File: config.mk
export PLATFORM = sky130hd
export DESIGN_NAME = usb_ep0_data_stage_sequencer_top
export DESIGN_NICKNAME = d
export VERILOG_FILES = /design/src/rtl/ep0ds_pkg.sv /design/src/rtl/usb_ep0_data_stage_sequencer_top.sv /design/src/rtl/ep0ds_step.sv /design/src/rtl/ep0ds_skid.sv
export SDC_FILE = /design/constraint.sdc
export NUM_CORES = 1
export LEC_CHECK = 0
export ABC_AREA = 1
export BUFFER_PORTS_ARGS = -buffer_cell sky130_fd_sc_hd__buf_2
export CAP_MARGIN = 5
export CORE_MARGIN = 2
export CORE_UTILIZATION = 60
export DETAILED_ROUTE_END_ITERATION = 6
export PLACE_DENSITY = 0.95
export SLEW_MARGIN = 20
export SYNTH_ARGS = -nofsm -noshare
export SYNTH_HDL_FRONTEND = slang
export SYNTH_SLANG_ARGS = --single-unit
File: constraint.sdc
create_clock -name clk -period 4.5 [get_ports clk]
set_clock_uncertainty 0.2 [all_clocks]
set_input_delay 0.45 -clock clk [delete_from_list [all_inputs] [get_ports clk]]
set_output_delay 0.45 -clock clk [all_outputs]
set_load 0.02 [all_outputs]
File: src/rtl/ep0ds_pkg.sv
// Shared types and constants for the endpoint 0 data-stage sequencer.
package ep0ds_pkg;

  localparam int LEN_W   = 16;
  localparam int CNT_W   = 7;
  localparam int SIZE_W  = 7;
  localparam int MODE_W  = 3;
  localparam int IN_DATA_W  = 40;
  localparam int OUT_DATA_W = 16;

  typedef enum logic [MODE_W-1:0] {
    EV_SETUP     = 3'd0,
    EV_START_IN  = 3'd1,
    EV_IN_DONE   = 3'd2,
    EV_START_OUT = 3'd3,
    EV_OUT_PKT   = 3'd4,
    EV_ZLP       = 3'd5
  } event_t;

  typedef enum logic [1:0] {
    PH_NOTHING  = 2'd0,
    PH_DATA_IN  = 2'd1,
    PH_DATA_OUT = 2'd2
  } phase_t;

  typedef struct packed {
    logic [LEN_W-1:0] in_remaining;
    logic             in_active;
    logic             host_wants_more;
    logic [LEN_W-1:0] out_remaining;
    phase_t           status_phase;
  } ep_state_t;

  // Packed so that load_in lands in bit 0 of the result word.
  typedef struct packed {
    logic [1:0]        pad;
    phase_t            phase;
    logic              nak_both;
    logic              accept_out;
    logic              stall_out;
    logic              stall_in;
    logic [SIZE_W-1:0] in_size;
    logic              load_in;
  } ep_result_t;

endpackage

File: src/rtl/usb_ep0_data_stage_sequencer_top.sv
// Endpoint 0 data-stage sequencer: event stream in, endpoint control stream out.
//
// Each request on the slave channel is one control-endpoint event, its kind in
// s_tuser. The block updates the IN/OUT byte counters and the status phase and
// emits one result on the master channel: IN packet size to load, stall and
// accept strobes, NAK on setup, and the resulting phase.
// One request is accepted per cycle while s_tready is high; the event logic
// sits between the request and a two-entry output register, so one more
// request is taken while a result waits. s_tready drops only when both
// output slots are full.
// MAX_PACKET is the endpoint 0 maximum packet size (8 to 64 bytes).
// Reset clears the counters, the pending-IN and host-wants-more flags, the
// phase and both output slots. When the receiver stalls, the front result
// holds on m_tdata until m_tready.
module usb_ep0_data_stage_sequencer_top
  import ep0ds_pkg::*;
#(
  parameter int MAX_PACKET = 8
) (
  input  logic                  clk,
  input  logic                  rst,
  input  logic                  s_tvalid,
  output logic                  s_tready,
  // [15:0] request_length, [31:16] available_length, [38:32] out_byte_count
  input  logic [IN_DATA_W-1:0]  s_tdata,
  // [2:0] mode
  input  logic [MODE_W-1:0]     s_tuser,
  output logic                  m_tvalid,
  input  logic                  m_tready,
  // [0] load_in, [7:1] in_size, [8] stall_in, [9] stall_out, [10] accept_out,
  // [11] nak_both, [13:12] phase
  output logic [OUT_DATA_W-1:0] m_tdata
);

  ep_state_t  state;
  ep_state_t  state_next;
  ep_result_t result;
  logic       accept;

  assign accept = s_tvalid && s_tready;

  ep0ds_step #(
    .MAX_PACKET(MAX_PACKET)
  ) u_step (
    .mode             (s_tuser),
    .request_length   (s_tdata[15:0]),
    .available_length (s_tdata[31:16]),
    .out_byte_count   (s_tdata[38:32]),
    .state            (state),
    .state_next       (state_next),
    .result           (result)
  );

  always_ff @(posedge clk) begin
    if (rst) begin
      state <= '{in_remaining: '0, in_active: 1'b0, host_wants_more: 1'b0,
                 out_remaining: '0, status_phase: PH_NOTHING};
    end else if (accept) begin
      state <= state_next;
    end
  end

  ep0ds_skid #(
    .WIDTH(OUT_DATA_W)
  ) u_skid (
    .clk       (clk),
    .rst       (rst),
    .push      (accept),
    .push_data (result),
    .space     (s_tready),
    .m_tvalid  (m_tvalid),
    .m_tready  (m_tready),
    .m_tdata   (m_tdata)
  );

endmodule

File: src/rtl/ep0ds_step.sv
// Next-state and result logic for one sequencer event.
module ep0ds_step
  import ep0ds_pkg::*;
#(
  parameter int MAX_PACKET = 8
) (
  input  logic [MODE_W-1:0] mode,
  input  logic [LEN_W-1:0]  request_length,
  input  logic [LEN_W-1:0]  available_length,
  input  logic [CNT_W-1:0]  out_byte_count,
  input  ep_state_t         state,
  output ep_state_t         state_next,
  output ep_result_t        result
);

  localparam logic [LEN_W-1:0]  MP_LEN  = LEN_W'(MAX_PACKET);
  localparam logic [SIZE_W-1:0] MP_SIZE = SIZE_W'(MAX_PACKET);

  ep_state_t        snd_in;
  ep_state_t        snd_out;
  ep_result_t       snd_res;
  logic [LEN_W-1:0] out_left;

  // Source state for a send: a new reply on start in, the held one on in done.
  always_comb begin
    snd_in = state;
    if (mode == EV_START_IN) begin
      if (available_length >= request_length) begin
        snd_in.in_remaining    = request_length;
        snd_in.host_wants_more = 1'b0;
      end else begin
        snd_in.in_remaining    = available_length;
        snd_in.host_wants_more = 1'b1;
      end
      snd_in.in_active = 1'b1;
    end
  end

  always_comb begin
    snd_out = snd_in;
    snd_res = '0;
    if (!snd_in.in_active) begin
      snd_out.status_phase = PH_NOTHING;
    end else begin
      snd_res.load_in = 1'b1;
      if (snd_in.in_remaining > MP_LEN) begin
        snd_res.in_size      = MP_SIZE;
        snd_out.in_remaining = snd_in.in_remaining - MP_LEN;
        snd_out.status_phase = PH_DATA_IN;
      end else if (snd_in.in_remaining < MP_LEN) begin
        snd_res.in_size      = snd_in.in_remaining[SIZE_W-1:0];
        snd_out.in_remaining = '0;
        snd_out.in_active    = 1'b0;
        snd_out.status_phase = PH_NOTHING;
      end else begin
        // Exact boundary: a zero-length packet is still owed if the host wants more.
        snd_res.in_size      = MP_SIZE;
        snd_out.in_remaining = '0;
        if (snd_in.host_wants_more) begin
          snd_out.status_phase = PH_DATA_IN;
        end else begin
          snd_out.in_active    = 1'b0;
          snd_out.status_phase = PH_NOTHING;
        end
      end
    end
  end

  assign out_left = state.out_remaining - LEN_W'(out_byte_count);

  always_comb begin
    state_next = state;
    result     = '0;
    unique case (mode)
      EV_SETUP: begin
        result.nak_both         = 1'b1;
        state_next.status_phase = PH_NOTHING;
      end
      EV_START_IN: begin
        state_next = snd_out;
        result     = snd_res;
      end
      EV_IN_DONE: begin
        if (state.status_phase == PH_DATA_IN) begin
          state_next = snd_out;
          result     = snd_res;
        end else begin
          result.stall_in = 1'b1;
        end
      end
      EV_START_OUT: begin
        state_next.out_remaining = request_length;
        state_next.status_phase  = PH_DATA_OUT;
      end
      EV_OUT_PKT: begin
        if (state.status_phase != PH_DATA_OUT) begin
          result.stall_out = 1'b1;
        end else if (state.out_remaining >= LEN_W'(out_byte_count)) begin
          result.accept_out        = 1'b1;
          state_next.out_remaining = out_left;
          if (out_left == '0) begin
            // Last expected bytes end the data stage.
            result.stall_out        = 1'b1;
            state_next.status_phase = PH_NOTHING;
          end
        end else begin
          result.stall_out        = 1'b1;
          state_next.status_phase = PH_NOTHING;
        end
      end
      EV_ZLP: begin
        state_next.in_active    = 1'b0;
        state_next.status_phase = PH_NOTHING;
        result.load_in          = 1'b1;
      end
      default: begin
      end
    endcase
    result.phase = state_next.status_phase;
  end

endmodule

File: src/rtl/ep0ds_skid.sv
// Two-entry output register with skid slot for the result stream.
module ep0ds_skid #(
  parameter int WIDTH = 16
) (
  input  logic             clk,
  input  logic             rst,
  input  logic             push,
  input  logic [WIDTH-1:0] push_data,
  output logic             space,
  output logic             m_tvalid,
  input  logic             m_tready,
  output logic [WIDTH-1:0] m_tdata
);

  logic             out_valid;
  logic [WIDTH-1:0] out_data;
  logic             skid_valid;
  logic [WIDTH-1:0] skid_data;
  logic             pop;

  assign pop      = out_valid && m_tready;
  assign space    = !skid_valid;
  assign m_tvalid = out_valid;
  assign m_tdata  = out_data;

  always_ff @(posedge clk) begin
    if (rst) begin
      out_valid  <= 1'b0;
      skid_valid <= 1'b0;
    end else if (pop) begin
      if (skid_valid) begin
        skid_valid <= 1'b0;
      end else if (!push) begin
        out_valid <= 1'b0;
      end
    end else if (push) begin
      if (out_valid) begin
        skid_valid <= 1'b1;
      end else begin
        out_valid <= 1'b1;
      end
    end
  end

  always_ff @(posedge clk) begin
    if (pop) begin
      if (skid_valid) begin
        out_data <= skid_data;
      end else if (push) begin
        out_data <= push_data;
      end
    end else if (push) begin
      if (out_valid) begin
        skid_data <= push_data;
      end else begin
        out_data <= push_data;
      end
    end
  end

endmodule

==> impl_metrics.json <==
{
  "final_util_pct": 68.8,
  "cts.sinks": 66,
  "finalHoldViolations": 0,
  "yosysWarnings": 0,
  "finalWirelength_mm": 11.5,
  "start_kind": "register",
  "clock-root-buffer": "clkbuf_8",
  "via_count": 4551,
  "ant_nets": 0,
  "grt_usage_pct": 28.2,
  "dp_cells": 799,
  "synth_cell_types": 44,
  "grt-ovfl-total": 0,
  "die-area_um2": 8460,
  "power.density_nw_per_um2": 313,
  "crit_type": "register to register",
  "nets": 780,
  "stdcell_area_um2": 5240,
  "antenna_cells": 0,
  "ys_seq_area_share_pct": 34.5,
  "first_pass_iters": 6,
  "finalSetupTns_ns": 0,
  "drive_above_1_share_pct": 19.2,
  "crit_end": "state[3]",
  "antenna_found_initial": 0,
  "routed_via_density": 5.58,
  "fin_cells": 815,
  "syn_area_um2": 4640,
  "p_leak_nw": 2.61,
  "cts_buffers": 9,
  "max-slew-margin-rel_pct": 30.0,
  "clk_pin_slew_ns": 0.07,
  "core.rowCount": 32,
  "postCtsHoldBufs": 0,
  "crit_fanout": 20,
  "cts_tree": "done",
  "path_depth": 15,
  "crit_family": "compound AO/OA/AOI/OAI gates",
  "cts-htree-levels": 3,
  "r2r-start": "state[2]",
  "min_path_cells": 3,
  "dpl_cell_area_um2": 5000,
  "gp_congestion": 0.915,
  "met1_usage_pct": 34.3,
  "maxCapViolCount": 0,
  "rrSetupSlack_ns": 1.07,
  "fp.dieH_um": 92.0,
  "die_w_um": 92.0,
  "io_pins": 65,
  "fin_crit_sh_pct": 76.2,
  "peakVddDrop_mv": 0.193,
  "post-cts-setup-buffer-count": 0,
  "ctsResizeCount": 0,
  "grt_pass1_vias": 4338,
  "areaGrowthSynthToFinish_pct": 12.8,
  "synth_seq_cells": 66,
  "cp.arrival_ns": 3.51,
  "r2r-end": "state[3]",
  "clk_latency_ns": 0.35,
  "period_minus_slack_ns": 3.43,
  "syn_area_per_cell_um2": 7.18,
  "grt_busiest_layer": "met2",
  "r2r_cells": 15,
  "hpwlAfterDp_mm": 8.78,
  "cp_slowest_stage_delay_ns": 0.35,
  "drt_iter0_markers": 303,
  "cpMostUsedCell": "a21oi_1",
  "worstPathRequired_ns": 4.59,
  "cp_cell_sequence": "inv_1 -> ha_1 -> fa_1 -> nand3b_1 -> nand2_1 -> a21oi_1 -> nand4_1 -> nor2_1 -> o2111ai_1 -> nand2_1 -> a21oi_1 -> buf_4 -> inv_1 -> o21ai_0 -> a21oi_1",
  "post-route-drc-count": 0,
  "hold_path_class": "input pin to register",
  "grt_use_met3_pct": 5.51,
  "io_buffers": 61,
  "grt_max_degree": 29,
  "status": "finished clean",
  "grtUsageMet2_pct": 48.8,
  "setup_viol": 0,
  "start_util_pct": 61.0,
  "worstSetupEndpointType": "register",
  "crit_start": "state[2]",
  "synth_cells": 647,
  "clock_path_buffers": 2,
  "grt_pass1_wl_mm": 19.1,
  "worstMarginPinSlew_ns": 1.04,
  "coreArea_um2": 7610,
  "maxSlewViolCount": 0,
  "path_buf_inv": 3,
  "rsz0062_at_grt": "false",
  "max_freq_ghz": 0.292,
  "wl_per_cell_um": 14.1,
  "cp_slowest_cell": "inv_1"
}
==> report_power, final <==
group	leakage (nW)	switching, mW	internal (mW)	total [mW]
sequential	0.587	0.0137	0.651	0.665
clock	0.115	0.249	0.348	0.597
combinational	1.91	0.246	0.132	0.377
total	2.61	0.508	1.13	1.64
==> synth_stat cells (all sizes together) <==
library cell	count	area share (%)
a211oi	1	0.16
a21o	1	0.16
a21oi	51	5.6
a22oi	6	0.97
a31oi	1	0.13
buf	15	2.4
clkbuf	4	0.32
clkinv	3	0.24
conb	1	0.081
dfxtp	38	16
edfxtp	28	18
fa	1	0.43
ha	24	6.5
inv	92	7.4
nand2	167	15
nand3	41	4.9
nand3b	8	1.3
nand4	9	1.2
nor2	74	7.8
nor3	7	0.86
nor4	1	0.13
o2111ai	1	0.19
o211ai	1	0.16
o21a	1	0.16
o21ai	41	4.4
o21bai	1	0.16
o22ai	10	1.3
o31ai	1	0.16
or2	2	0.27
xnor2	4	0.75
xor2	12	2.3
==> area by class of cell <==
cell class | instances | area (um^2)
clock buffers | 11 | 153
inverters | 95 | 357
well taps | 102 | 128
clock inverters | 5 | 85.1
multi-input cells | 471 | 2580
fillers | 644 | 2370
repair buffers | 65 | 335
flip-flops and latches | 66 | 1600
==> worst min-delay path by stage <==
| stage | from | endpoint | slack (ns) |
|---|---|---|---|
| 2_1_floorplan | state[2] | state[2] | 0.23 |
| 3_3_place_gp | state[2] | state[2] | 0.25 |
| 3_5_place_dp | state[2] | state[2] | 0.26 |
| 4_1_cts | s_tvalid | u_skid.skid_valid | 0.19 |
| 5_1_grt | s_tvalid | u_skid.skid_valid | 0.19 |
| 6_report | s_tvalid | u_skid.skid_valid | 0.19 |
==> state kept, by name, indices dropped and copies added (netlist names) <==
signal and cells:
state 36, u_skid.m_tdata 14, u_skid.skid_data 14, u_skid.m_tvalid 1, u_skid.skid_valid 1
==> placed cells by master (no fill, tap or decap), drive strengths merged, types with 2 or more instances in the layout <==
| master | count |
|---|---|
| or2 | 2 |
| xor2 | 12 |
| a22oi | 6 |
| clkbuf | 11 |
| inv | 92 |
| ha | 24 |
| nor3 | 7 |
| clkinv | 5 |
| nor2 | 74 |
| nand3 | 41 |
| o22ai | 10 |
| bufinv | 2 |
| a21oi | 51 |
| buf | 65 |
| o21ai | 41 |
| xnor2 | 4 |
| dfxtp | 38 |
| nand4 | 9 |
| edfxtp | 28 |
| nand3b | 8 |
| conb | 5 |
| nand2 | 167 |
==> layer usage <==
metal	up-vias	routed length (um)
met5	-	0
met4	0	289
met3	27	759
met2	178	5630
met1	2113	4780
li1	2233	-
==> cells by family (layout without fill, tap and decap cells) <==
group	Yosys count	count (layout)	synth area share [%]
flip-flops	66	66	34.5
AND/OR/NAND/NOR	309	309	31.5
XOR/XNOR	16	16	3.02
AO/OA/AOI/OAI	116	116	13.6
other	1	5	0.0808
adder cells (fa/ha/maj)	25	25	6.90
buffers and inverters	114	176	10.4
==> worst reg2reg max path, delay by kind of cell, from the launching register on <==
| kind | cells | cell delay (ns) |
|---|---|---|
| AO/OA/AOI/OAI | 5 | 0.96 |
| AND/OR/NAND/NOR | 5 | 0.83 |
| buffers and inverters | 3 | 0.65 |
| flip-flops | 1 | 0.31 |
| adder cells (fa/ha/maj) | 2 | 0.44 |
==> through the flow <==
step | hold slack, ns | total power, mW | setup WS [ns]
after floorplan | 0.233 | 0.957 | 1.51
final | 0.189 | 1.64 | 1.07
after global placement | 0.250 | 1.03 | 1.03
after detailed placement | 0.256 | 1.05 | 0.997
after CTS | 0.187 | 1.64 | 1.14
after global routing | 0.187 | 1.71 | 0.783
Note: power is estimated with default switching activity, not from simulation.
